`src/rtl/core/cfpc_pkg.sv`:
```
// ----------------------------------------------------------------------------
// cfpc_pkg
// Shared types, codes and the CRC-16/CCITT-FALSE byte update for the framed
// packet checker.
// ----------------------------------------------------------------------------
package cfpc_pkg;

  localparam logic [15:0] CRC_INIT = 16'hFFFF;
  localparam logic [15:0] CRC_POLY = 16'h1021;

  localparam logic [8:0] HEAD_LEN = 9'd8;
  localparam logic [9:0] MIN_LEN  = 10'd10;
  localparam logic [8:0] POS_MAX  = 9'd511;
  localparam logic [7:0] START_RESET = 8'hAA;

  // result kinds
  localparam logic KIND_PAYLOAD = 1'b0;
  localparam logic KIND_STATUS  = 1'b1;

  // frame status codes
  localparam logic [2:0] ST_OK        = 3'd0;
  localparam logic [2:0] ST_SHORT     = 3'd1;
  localparam logic [2:0] ST_BAD_START = 3'd2;
  localparam logic [2:0] ST_LEN_ERR   = 3'd3;
  localparam logic [2:0] ST_CRC_ERR   = 3'd4;

  typedef struct packed {
    logic        result_kind;
    logic [7:0]  payload_value;
    logic [7:0]  payload_position;
    logic [7:0]  frame_version;
    logic [7:0]  message_kind;
    logic [7:0]  source_node;
    logic [7:0]  dest_node;
    logic [15:0] sequence_number;
    logic [7:0]  payload_count;
    logic [15:0] crc_seen;
    logic [15:0] crc_worked;
    logic [2:0]  frame_status;
  } result_t;

  // MSB-first CRC update by one byte, unrolled over eight bits
  function automatic logic [15:0] crc_feed(input logic [15:0] crc, input logic [7:0] b);
    logic [15:0] c;
    c = crc ^ {b, 8'h00};
    for (int k = 0; k < 8; k++) begin
      c = c[15] ? ((c << 1) ^ CRC_POLY) : (c << 1);
    end
    return c;
  endfunction

endpackage

```
`src/rtl/core/crc_framed_packet_checker_top.sv`:
```
// ----------------------------------------------------------------------------
// crc_framed_packet_checker_top
// Byte-wide deframer: 8-byte header, payload, big-endian CRC-16/CCITT-FALSE.
// ----------------------------------------------------------------------------
// Usage:
//   Input channel (in_valid_i / in_ready_o) carries one raw frame byte per item
//   with final_byte_i marking the last byte of the frame.
//   Output channel (out_valid_o / out_ready_i) carries results: a payload item
//   (kind 0) for every payload byte of a frame whose start byte matched, and
//   one status item (kind 1) on the final byte; header, CRC only on OK/CRC_ERR.
//   Bytes that give no result (header, CRC, excess bytes) are simply consumed.
// Timing:
//   One byte per cycle sustained while in_ready_o is high. A result is registered
//   in the output buffer when its byte is accepted. The CRC advances by one unrolled
//   byte step per item, two bytes behind the input so the trailing CRC is excluded.
// Stall:
//   An output register plus one skid entry decouple the sides; in_ready_o
//   drops only when both hold an item, so bytes keep flowing while one
//   result waits.
// Reset:
//   Frame state returns to frame start, CRC to 0xFFFF, start byte to 0xAA.
//   cfg_we_i loads the expected start byte; write it only while idle.
// ----------------------------------------------------------------------------
module crc_framed_packet_checker_top (
  input  logic        clk_i,
  input  logic        rst_ni,
  // configuration
  input  logic        cfg_we_i,
  input  logic [7:0]  cfg_wdata_i,
  // byte input
  input  logic        in_valid_i,
  output logic        in_ready_o,
  input  logic [7:0]  rx_byte_i,
  input  logic        final_byte_i,
  // results
  output logic        out_valid_o,
  input  logic        out_ready_i,
  output logic        result_kind_o,
  output logic [7:0]  payload_value_o,
  output logic [7:0]  payload_position_o,
  output logic [7:0]  frame_version_o,
  output logic [7:0]  message_kind_o,
  output logic [7:0]  source_node_o,
  output logic [7:0]  dest_node_o,
  output logic [15:0] sequence_number_o,
  output logic [7:0]  payload_count_o,
  output logic [15:0] crc_seen_o,
  output logic [15:0] crc_worked_o,
  output logic [2:0]  frame_status_o
);

  logic [7:0]        start_byte_q;
  logic              accept;
  logic              res_valid;
  cfpc_pkg::result_t res;
  cfpc_pkg::result_t out_res;

  // expected start byte
  always_ff @(posedge clk_i or negedge rst_ni) begin
    if (!rst_ni) begin
      start_byte_q <= cfpc_pkg::START_RESET;
    end else if (cfg_we_i) begin
      start_byte_q <= cfg_wdata_i;
    end
  end

  assign accept = in_valid_i & in_ready_o;

  // frame tracking and result formation, all in the accept cycle
  cfpc_frame_core u_core (
    .clk_i        (clk_i),
    .rst_ni       (rst_ni),
    .accept_i     (accept),
    .rx_byte_i    (rx_byte_i),
    .final_byte_i (final_byte_i),
    .start_byte_i (start_byte_q),
    .res_valid_o  (res_valid),
    .res_o        (res)
  );

  // result register with skid entry
  cfpc_out_buf u_out (
    .clk_i       (clk_i),
    .rst_ni      (rst_ni),
    .in_valid_i  (accept & res_valid),
    .in_data_i   (res),
    .in_ready_o  (in_ready_o),
    .out_valid_o (out_valid_o),
    .out_data_o  (out_res),
    .out_ready_i (out_ready_i)
  );

  assign result_kind_o      = out_res.result_kind;
  assign payload_value_o    = out_res.payload_value;
  assign payload_position_o = out_res.payload_position;
  assign frame_version_o    = out_res.frame_version;
  assign message_kind_o     = out_res.message_kind;
  assign source_node_o      = out_res.source_node;
  assign dest_node_o        = out_res.dest_node;
  assign sequence_number_o  = out_res.sequence_number;
  assign payload_count_o    = out_res.payload_count;
  assign crc_seen_o         = out_res.crc_seen;
  assign crc_worked_o       = out_res.crc_worked;
  assign frame_status_o     = out_res.frame_status;

endmodule

```
`src/rtl/core/cfpc_frame_core.sv`:
```
// ----------------------------------------------------------------------------
// cfpc_frame_core
// Per-frame state (position, CRC, header, delay bytes) and the combinational
// result logic for each accepted byte.
// ----------------------------------------------------------------------------
module cfpc_frame_core (
  input  logic              clk_i,
  input  logic              rst_ni,
  input  logic              accept_i,
  input  logic [7:0]        rx_byte_i,
  input  logic              final_byte_i,
  input  logic [7:0]        start_byte_i,
  output logic              res_valid_o,
  output cfpc_pkg::result_t res_o
);

  logic [8:0]  pos_q;
  logic [15:0] crc_q;
  logic [7:0]  dly0_q, dly1_q;
  logic        matched_q;
  logic [7:0]  hdr_q [7];

  logic [15:0] crc_cur;
  logic [9:0]  len;
  logic [15:0] seen;
  logic        matched;
  logic [2:0]  status;
  logic [8:0]  pay_idx;
  logic        pay_emit;

  always_comb begin
    crc_cur  = (pos_q >= 9'd2) ? cfpc_pkg::crc_feed(crc_q, dly0_q) : crc_q;
    len      = {1'b0, pos_q} + 10'd1;
    seen     = {dly1_q, rx_byte_i};
    matched  = (pos_q == 9'd0) ? (rx_byte_i == start_byte_i) : matched_q;
    pay_idx  = pos_q - cfpc_pkg::HEAD_LEN;
    pay_emit = (pos_q >= cfpc_pkg::HEAD_LEN) && matched_q && (pay_idx < {1'b0, hdr_q[6]});

    if (len < cfpc_pkg::MIN_LEN) begin
      status = cfpc_pkg::ST_SHORT;
    end else if (!matched) begin
      status = cfpc_pkg::ST_BAD_START;
    end else if (len != cfpc_pkg::MIN_LEN + {2'b00, hdr_q[6]}) begin
      status = cfpc_pkg::ST_LEN_ERR;
    end else if (seen != crc_cur) begin
      status = cfpc_pkg::ST_CRC_ERR;
    end else begin
      status = cfpc_pkg::ST_OK;
    end

    res_o = '0;
    if (final_byte_i) begin
      res_valid_o        = 1'b1;
      res_o.result_kind  = cfpc_pkg::KIND_STATUS;
      res_o.frame_status = status;
      if (status == cfpc_pkg::ST_OK || status == cfpc_pkg::ST_CRC_ERR) begin
        res_o.frame_version   = hdr_q[0];
        res_o.message_kind    = hdr_q[1];
        res_o.source_node     = hdr_q[2];
        res_o.dest_node       = hdr_q[3];
        res_o.sequence_number = {hdr_q[4], hdr_q[5]};
        res_o.payload_count   = hdr_q[6];
        res_o.crc_seen        = seen;
        res_o.crc_worked      = crc_cur;
      end
    end else begin
      res_valid_o            = pay_emit;
      res_o.result_kind      = cfpc_pkg::KIND_PAYLOAD;
      res_o.payload_value    = rx_byte_i;
      res_o.payload_position = pay_idx[7:0];
    end
  end

  always_ff @(posedge clk_i or negedge rst_ni) begin
    if (!rst_ni) begin
      pos_q     <= '0;
      crc_q     <= cfpc_pkg::CRC_INIT;
      dly0_q    <= '0;
      dly1_q    <= '0;
      matched_q <= 1'b0;
      for (int i = 0; i < 7; i++) begin
        hdr_q[i] <= '0;
      end
    end else if (accept_i) begin
      if (final_byte_i) begin
        // back to frame start
        pos_q     <= '0;
        crc_q     <= cfpc_pkg::CRC_INIT;
        dly0_q    <= '0;
        dly1_q    <= '0;
        matched_q <= 1'b0;
        for (int i = 0; i < 7; i++) begin
          hdr_q[i] <= '0;
        end
      end else begin
        crc_q  <= crc_cur;
        dly0_q <= dly1_q;
        dly1_q <= rx_byte_i;
        if (pos_q == 9'd0) begin
          matched_q <= (rx_byte_i == start_byte_i);
        end
        for (int i = 0; i < 7; i++) begin
          if (pos_q == 9'(i + 1)) begin
            hdr_q[i] <= rx_byte_i;
          end
        end
        if (pos_q < cfpc_pkg::POS_MAX) begin
          pos_q <= pos_q + 9'd1;
        end
      end
    end
  end

endmodule

```
`src/rtl/core/cfpc_out_buf.sv`:
```
// ----------------------------------------------------------------------------
// cfpc_out_buf
// Output register with one skid entry; ready to the source is registered.
// ----------------------------------------------------------------------------
module cfpc_out_buf (
  input  logic              clk_i,
  input  logic              rst_ni,
  input  logic              in_valid_i,
  input  cfpc_pkg::result_t in_data_i,
  output logic              in_ready_o,
  output logic              out_valid_o,
  output cfpc_pkg::result_t out_data_o,
  input  logic              out_ready_i
);

  logic              out_v_q, skid_v_q;
  cfpc_pkg::result_t out_q, skid_q;

  assign in_ready_o  = !skid_v_q;
  assign out_valid_o = out_v_q;
  assign out_data_o  = out_q;

  always_ff @(posedge clk_i or negedge rst_ni) begin
    if (!rst_ni) begin
      out_v_q  <= 1'b0;
      skid_v_q <= 1'b0;
    end else if (!out_v_q || out_ready_i) begin
      if (skid_v_q) begin
        out_v_q  <= 1'b1;
        skid_v_q <= 1'b0;
      end else begin
        out_v_q <= in_valid_i;
      end
    end else if (in_valid_i) begin
      skid_v_q <= 1'b1;
    end
  end

  always_ff @(posedge clk_i) begin
    if (!out_v_q || out_ready_i) begin
      out_q <= skid_v_q ? skid_q : in_data_i;
    end else if (in_valid_i && !skid_v_q) begin
      skid_q <= in_data_i;
    end
  end

endmodule
```
`config.mk`:
```
export PLATFORM = sky130hd
export DESIGN_NAME = crc_framed_packet_checker_top
export DESIGN_NICKNAME = d
export VERILOG_FILES = /design/src/rtl/core/cfpc_pkg.sv /design/src/rtl/core/crc_framed_packet_checker_top.sv /design/src/rtl/core/cfpc_frame_core.sv /design/src/rtl/core/cfpc_out_buf.sv
export SDC_FILE = /design/constraint.sdc
export NUM_CORES = 1
export LEC_CHECK = 0
export BUFFER_PORTS_ARGS = -buffer_cell sky130_fd_sc_hd__buf_4
export CELL_PAD_IN_SITES_DETAIL_PLACEMENT = 1
export CELL_PAD_IN_SITES_GLOBAL_PLACEMENT = 1
export CORE_MARGIN = 2
export CORE_UTILIZATION = 40
export CTS_CLUSTER_SIZE = 14
export DETAILED_ROUTE_END_ITERATION = 8
export PLACE_DENSITY = 0.78
export REMOVE_ABC_BUFFERS = 1
export SETUP_SLACK_MARGIN = 0.05
export SYNTH_ARGS = -nofsm -noshare
export SYNTH_HDL_FRONTEND = slang
export SYNTH_HIERARCHICAL = 1
export SYNTH_SLANG_ARGS = --single-unit
```
`constraint.sdc`:
```
create_clock -name clk_i -period 13.2 [get_ports clk_i]
set_input_delay 1.32 -clock clk_i [delete_from_list [all_inputs] [get_ports clk_i]]
set_output_delay 1.32 -clock clk_i [all_outputs]
set_load 0.005 [all_outputs]
```
After elaboration in Yosys (flattened, before gate mapping)
Index checks and enable logic that the tools add are counted.

Bits in registers: 324. Latch bits: 0. Bits in writable memories: 0. Memory bits (read-only): 0. Input bits: 22. Output and inout port bits: 110. Logic and storage cells: 135. Memories kept: 0.

Add/subtract/negate cells: 4. $mul: 0. Div/mod/pow operators: 0. $lt $le $gt $ge: 5. Equal/unequal tests: 11. Shifts and indexed selects: 0. Mux-type cells: 37. Bitwise operators: 12. Reduce and logical (&&, ||, !) cells: 27.

Operators with widths (number): 108-bit 2-to-1 mux (1); 13-bit 2-to-1 mux (8); 91-bit 2-to-1 mux (1); 88-bit 2-to-1 mux (1); 8-bit 2-to-1 mux (9); 56-bit 2-to-1 mux (1); 16-bit 2-to-1 mux (3); 9-bit by 3-bit == test with 1-bit output (second input constant) (4); 3-bit inverter (8); 9-bit by 2-bit == test with 1-bit output (second input constant) (2); 9-bit 2-to-1 mux (2); 2-bit AND reduction (9); 2-bit nonzero test (9); 16-bit != test (1); 16-bit XOR (1); 3-bit 2-to-1 mux (4); 9-bit by 1-bit adder with 10-bit output (second input constant) (1); 10-bit by 4-bit < comparator with 1-bit output (second input constant) (1); 10-bit != test (1); 4-bit by 8-bit adder with 9-bit output (first input constant) (1); 9-bit by 1-bit adder with 9-bit output (second input constant) (1); 9-bit by 1-bit == test with 1-bit output (second input constant) (1); 9-bit by 2-bit greater-or-equal comparator with 1-bit output (second input constant) (1); 9-bit by 4-bit greater-or-equal comparator with 1-bit output (second input constant) (1); 13 further kinds (24).

Longest topological paths before layout
Depth in word-level cells: 28. Mapped depth: 13. Mapped depth without buffers: 13.

Modules after synthesis
Netlist, hierarchy kept.

Modules (own cells, without submodules): cfpc_out_buf (times used 1, cells each 344, area each 7903.8 sq um, sequential area each 6536.3 sq um); cfpc_frame_core (times used 1, cells each 711, area each 6586.3 sq um, sequential area each 2472.4 sq um); crc_framed_packet_checker_top (times used 1, cells each 19, area each 349.1 sq um, sequential area each 205.2 sq um).

Worst setup path before layout
Ideal clock, no wire load.

Path type: input to register. Start point: in out_ready_i. End point: reg u_out/skid_q[0] (netlist bit) (enable). Library setup time: 0.729 ns. Data arrival time: 12.069 ns. Data required time: 12.471 ns. Slack: 0.402 ns. Stages: 2. Buffers on the path: 0. Cell sequence: nand2b_1 -> nor3b_1.

Longest elaborated chain between the ends: 3.

Ends and longest elaborated chain: from (decl) (line crc_framed_packet_checker_top.sv:37) `input logic out_ready_i,`; 1-bit logical OR (line cfpc_out_buf.sv:40) `if (!out_v_q || out_ready_i) begin`; 1-bit inverter (no source line); 2-bit AND reduction (no source line); to (signal assigned) (line cfpc_out_buf.sv:43) `skid_q <= in_data_i;`; to (decl) (line cfpc_out_buf.sv:17) `cfpc_pkg::result_t out_q, skid_q;`.

No other way between the ends. A chain may end at the register's enable or synchronous reset.

Final worst setup path
Start point: reg u_core.pos_q[3]. End point: reg u_out/skid_q[50] (netlist bit) (enable).

Longest elaborated chain between the ends: 7. Elaborated cells between the ends (all ways): 9. Classes of those cells: add/sub: 1; order compare: 2; mux: 1; bitwise: 1; reduce/logical: 4.

Ends and longest elaborated chain: from (decl) (line cfpc_frame_core.sv:17) `logic [8:0] pos_q;`; from (signal assigned) (line cfpc_frame_core.sv:108) `pos_q <= pos_q + 9'd1;`; 9-bit by 4-bit subtractor with 9-bit output / 9-bit by 4-bit greater-or-equal comparator with 1-bit output (equally long branches) (line cfpc_frame_core.sv:36, cfpc_frame_core.sv:37); 9-bit by 8-bit < comparator with 1-bit output / 1-bit logical AND (equally long branches) (line cfpc_frame_core.sv:37) `pay_emit = (pos_q >= cfpc_pkg::HEAD_LEN) && matched_q && (pay_idx < {1'b0, hdr_q[6]});`; 1-bit logical AND * (line cfpc_frame_core.sv:37); 1-bit 2-to-1 mux * (line cfpc_frame_core.sv:52) `if (final_byte_i) begin`; via res_valid (line crc_framed_packet_checker_top.sv:54) `logic res_valid;`; 1-bit bitwise AND * (line crc_framed_packet_checker_top.sv:85) `.in_valid_i (accept & res_valid),`; 1-bit logical AND * (line cfpc_out_buf.sv:42) `end else if (in_valid_i && !skid_v_q) begin`; 2-bit AND reduction (no source line) *.

Mark *: on every way through the listed nets, which the timed path passes. The rest lies on a longest branch.

==> results.yml <==
clock_network:
  clk_pin_slew_worst_paths_ns: 0.06
  htree_num_levels: 2
  tritoncts: "built"
  cts_made_buffers: 35
  post-cts-setup-buffer-count: 0
  cts.repair.resized: 0
  clock_latency_ns: 0.53
  clk_root_buffer_cell: "sky130_fd_sc_hd__clkbuf_16"
  holdBufCountCts: 0
  cts_max_path_buffers: 3
  numClockSinks: 324
die:
  placementRows: 70
  core_footprint_mm2: 0.0366
  start_util_pct: 40.5
  design.die.area_mm2: 0.0387
  io-pin-count: 132
  die_h_um: 197
  dieWidth_um: 197
timing:
  finalCritPeriodShare_pct: 32.1
  timing_hold_violations_final: 0
  slew-limit-headroom_pct: 18.3
  report.final.setup_viol: 0
  fmax_mhz: 236
  max_slew_vio_count: 0
  setup_repair_after_global_routing_missed_its_margin: "no"
  fin_crit_ns: 4.24
  setup_total_negative_slack_ns: 0
  final.setup_skew_ns: 0.0268
  tightestPinTransition_ns: 1.23
logic_synthesis:
  synth_edf_count: 216
  post_synth_inst_count: 1074
  synth_top_flop_cell: "sky130_fd_sc_hd__edfxtp_1"
  synth.cell_area_mm2: 0.0148
  synth_top_family_by_area: "compound AO/OA/AOI/OAI gates"
  yosysSeqAreaShare_pct: 62.1
  area_share_of_the_leading_cell_type_in_the_synthesized_netlist_pct: 43.7
  synth.distinct_cells: 63
  post_synth_and_or_nand_nor_area_fraction_pct: 8.30
  syn_avg_cell_area_um2: 13.8
  synth_top_cell_by_area: "sky130_fd_sc_hd__edfxtp_1"
  synthAdderAreaFrac_pct: 1.35
  synth-compound-area-share_pct: 10.7
  yosys_warnings: 6
  synth.mux.area_fraction_pct: 9.81
  ff_latch_count_synth: 324
  ys_top_cells_by_area: "sky130_fd_sc_hd__edfxtp_1 (44%), sky130_fd_sc_hd__dfrtp_1 (15%), sky130_fd_sc_hd__mux2_2 (8.8%), sky130_fd_sc_hd__dfstp_2 (3.5%), sky130_fd_sc_hd__o2bb2ai_1 (2.9%)"
  post_synth_xor_area_fraction_pct: 4.48
  ys_async_sr_fraction_pct: 33.3
global_routing:
  grt_peak_use_layer: "met2"
  grt.overflow.total: 0
  groute.layer.met3.usage_pct: 3.03
  grt.met1_usage_pct: 27.6
  global_route.usage.total_pct: 20.0
  number_of_antenna_violations_at_the_first_check_in_global_routing: 0
  grt_pass1_vias: 9972
  grt_first_pass_wirelength_um: 60000
  global_route.usage.met2_pct: 32.7
  grt_max_degree: 85
drt:
  avgRoutedWirePerCell_um: 22.6
  ant_nets: 0
  vias_per_cell: 5.56
  wl_um: 37900
  remaining_drc_errors: 0
  first_pass_iters: 6
  vias: 9336
  detail_route.iter0.violations: 782
layout:
  layoutNonFillerInstCount: 1679
  antenna_cells_inserted: 0
  fillerInstances: 3722
  layout.nets: 1222
  commonest_non_fill_non_tap_cell_in_the_layout: "sky130_fd_sc_hd__edfxtp_1"
  syn2layout_area_growth_pct: 16.7
  finish.utilization_pct: 47.3
  drive_above_1_share_pct: 29.8
  highest_count_cells_in_the_layout_ignoring_fill_and_taps: "sky130_fd_sc_hd__edfxtp_1 (216), sky130_fd_sc_hd__buf_4 (142), sky130_fd_sc_hd__mux2_2 (116)"
setup_path:
  critPathKind: "reg -> reg"
  crit_fanout: 84
  critical_path_required_ns: 13.32
  worst_setup_path_start_kind: "flop"
  crit_path_end_kind: "flop"
  data_arrival_time_of_the_critical_path_ns: 4.36
worst_hold_path:
  min-delay-path-class: "reg -> reg"
placement:
  gp_congestion: 0.854
  port-buffer-count: 131
  dp_hpwl_um: 23800
  place.detailed.instances: 1615
status:
  outcome: "complete, no violations"
power:
  p_total_mw: 2.92
  vdd_drop_max_uv: 84.3
  static-leakage-power_nw: 6.81
  power.density_cell_area_mw_per_mm2: 169
job:
  count_of_maximum_capacitance_violations: 0
==> sequential cells by signal (all words and copies together), names as in the netlist <==
| register | flops |
|---|---|
| start_byte_q | 8 |
| u_out/skid_q | 108 |
| u_out/skid_v_q | 1 |
| u_core/pos_q | 9 |
| u_out/out_data_o | 108 |
| u_core/hdr_q | 56 |
| u_core/dly0_q | 8 |
| u_out/out_valid_o | 1 |
| u_core/crc_q | 16 |
| u_core/matched_q | 1 |
| u_core/dly1_q | 8 |
==> cell usage after synthesis, drive strengths merged (8+ instances only) <==
master and instances:
dfrtp 88, buf 32, and2 67, nand3 13
ha 16, nand3b 8, nor3 9, edfxtp 216
nor2b 15, a21oi 31, xor2 20, nor2 72
o21ai 20, clkbuf 37, o2bb2ai 49, xnor2 48
a22oi 54, inv 27, mux2 124, nand2 21
o22a 13, dfstp 20
==> kinds of logic after synthesis <==
group                      Yosys count
and+or+nand+nor                    231
AOI/OAI and AO/OA                  209
DFF                                324
buffers and inverters               96
adders and majority gates           16
muxes                              127
xor gates and xnor gates            71
==> path summary, 6_finish.rpt <==
check | startpoint | endpoint | slack [ns] | depth (start not counted)
worst max-delay path | u_core/pos_q[3] | u_out/skid_q[50] | 8.96 | 10
worst min-delay path | u_core/hdr_q[49] | u_core/hdr_q[49] | 0.51 | 1
worst max register to register | u_core/pos_q[3] | u_out/skid_q[50] | 8.96 | 10
worst min register to register | u_core/hdr_q[49] | u_core/hdr_q[49] | 0.51 | 1
max in group asynchronous | rst_ni | u_core/hdr_q[8] | 10.99 | 2
min in group asynchronous | rst_ni | u_out/out_valid_o | 0.83 | 1
==> critical path: stages, from the launching register on <==
cell and delay, ns:
sky130_fd_sc_hd__dfrtp_1 0.50, sky130_fd_sc_hd__inv_1 0.17, sky130_fd_sc_hd__ha_1 0.20, sky130_fd_sc_hd__nor3b_1 0.68
sky130_fd_sc_hd__xor2_1 0.19, sky130_fd_sc_hd__ha_1 0.25, sky130_fd_sc_hd__nor4b_1 0.31, sky130_fd_sc_hd__a21o_1 0.16
sky130_fd_sc_hd__and3_1 0.17, sky130_fd_sc_hd__nor3b_2 0.21, sky130_fd_sc_hd__buf_4 0.88
==> layer usage <==
metal / routed length, µm / part of all wire, %
met5: 0 / 0
met3: 1630 / 4.3
met2: 18200 / 48
met1: 17100 / 45
met4: 1030 / 2.7
==> area by class of cell <==
type	instances	area, µm²	share of cell area, %
sequential	324	9220	53.2
tap	468	586	3.38
timing repair buffer	142	1070	6.15
inverter	27	101	0.585
multi-input combinational	654	5160	29.8
clock inverter	18	208	1.20
clock buffer	46	988	5.71
==> power by group <==
| part | switching, mW | internal [mW] | total [mW] |
|---|---|---|---|
| clock | 0.410 | 0.610 | 1.02 |
| sequential | 0.103 | 1.23 | 1.33 |
| combinational | 0.305 | 0.269 | 0.574 |
| total | 0.818 | 2.10 | 2.92 |
==> metrics by stage <==
step	hold slack [ns]	area (µm²)	worst slack (ns)
finish	0.511	17300	8.96
global route	0.534	17300	8.66
CTS	0.514	17300	8.94
detailed placement	0.495	16100	8.99
global placement	0.485	16100	9.15
floorplan	0.462	14500	0.403
Power figures use the tool's default switching activity.
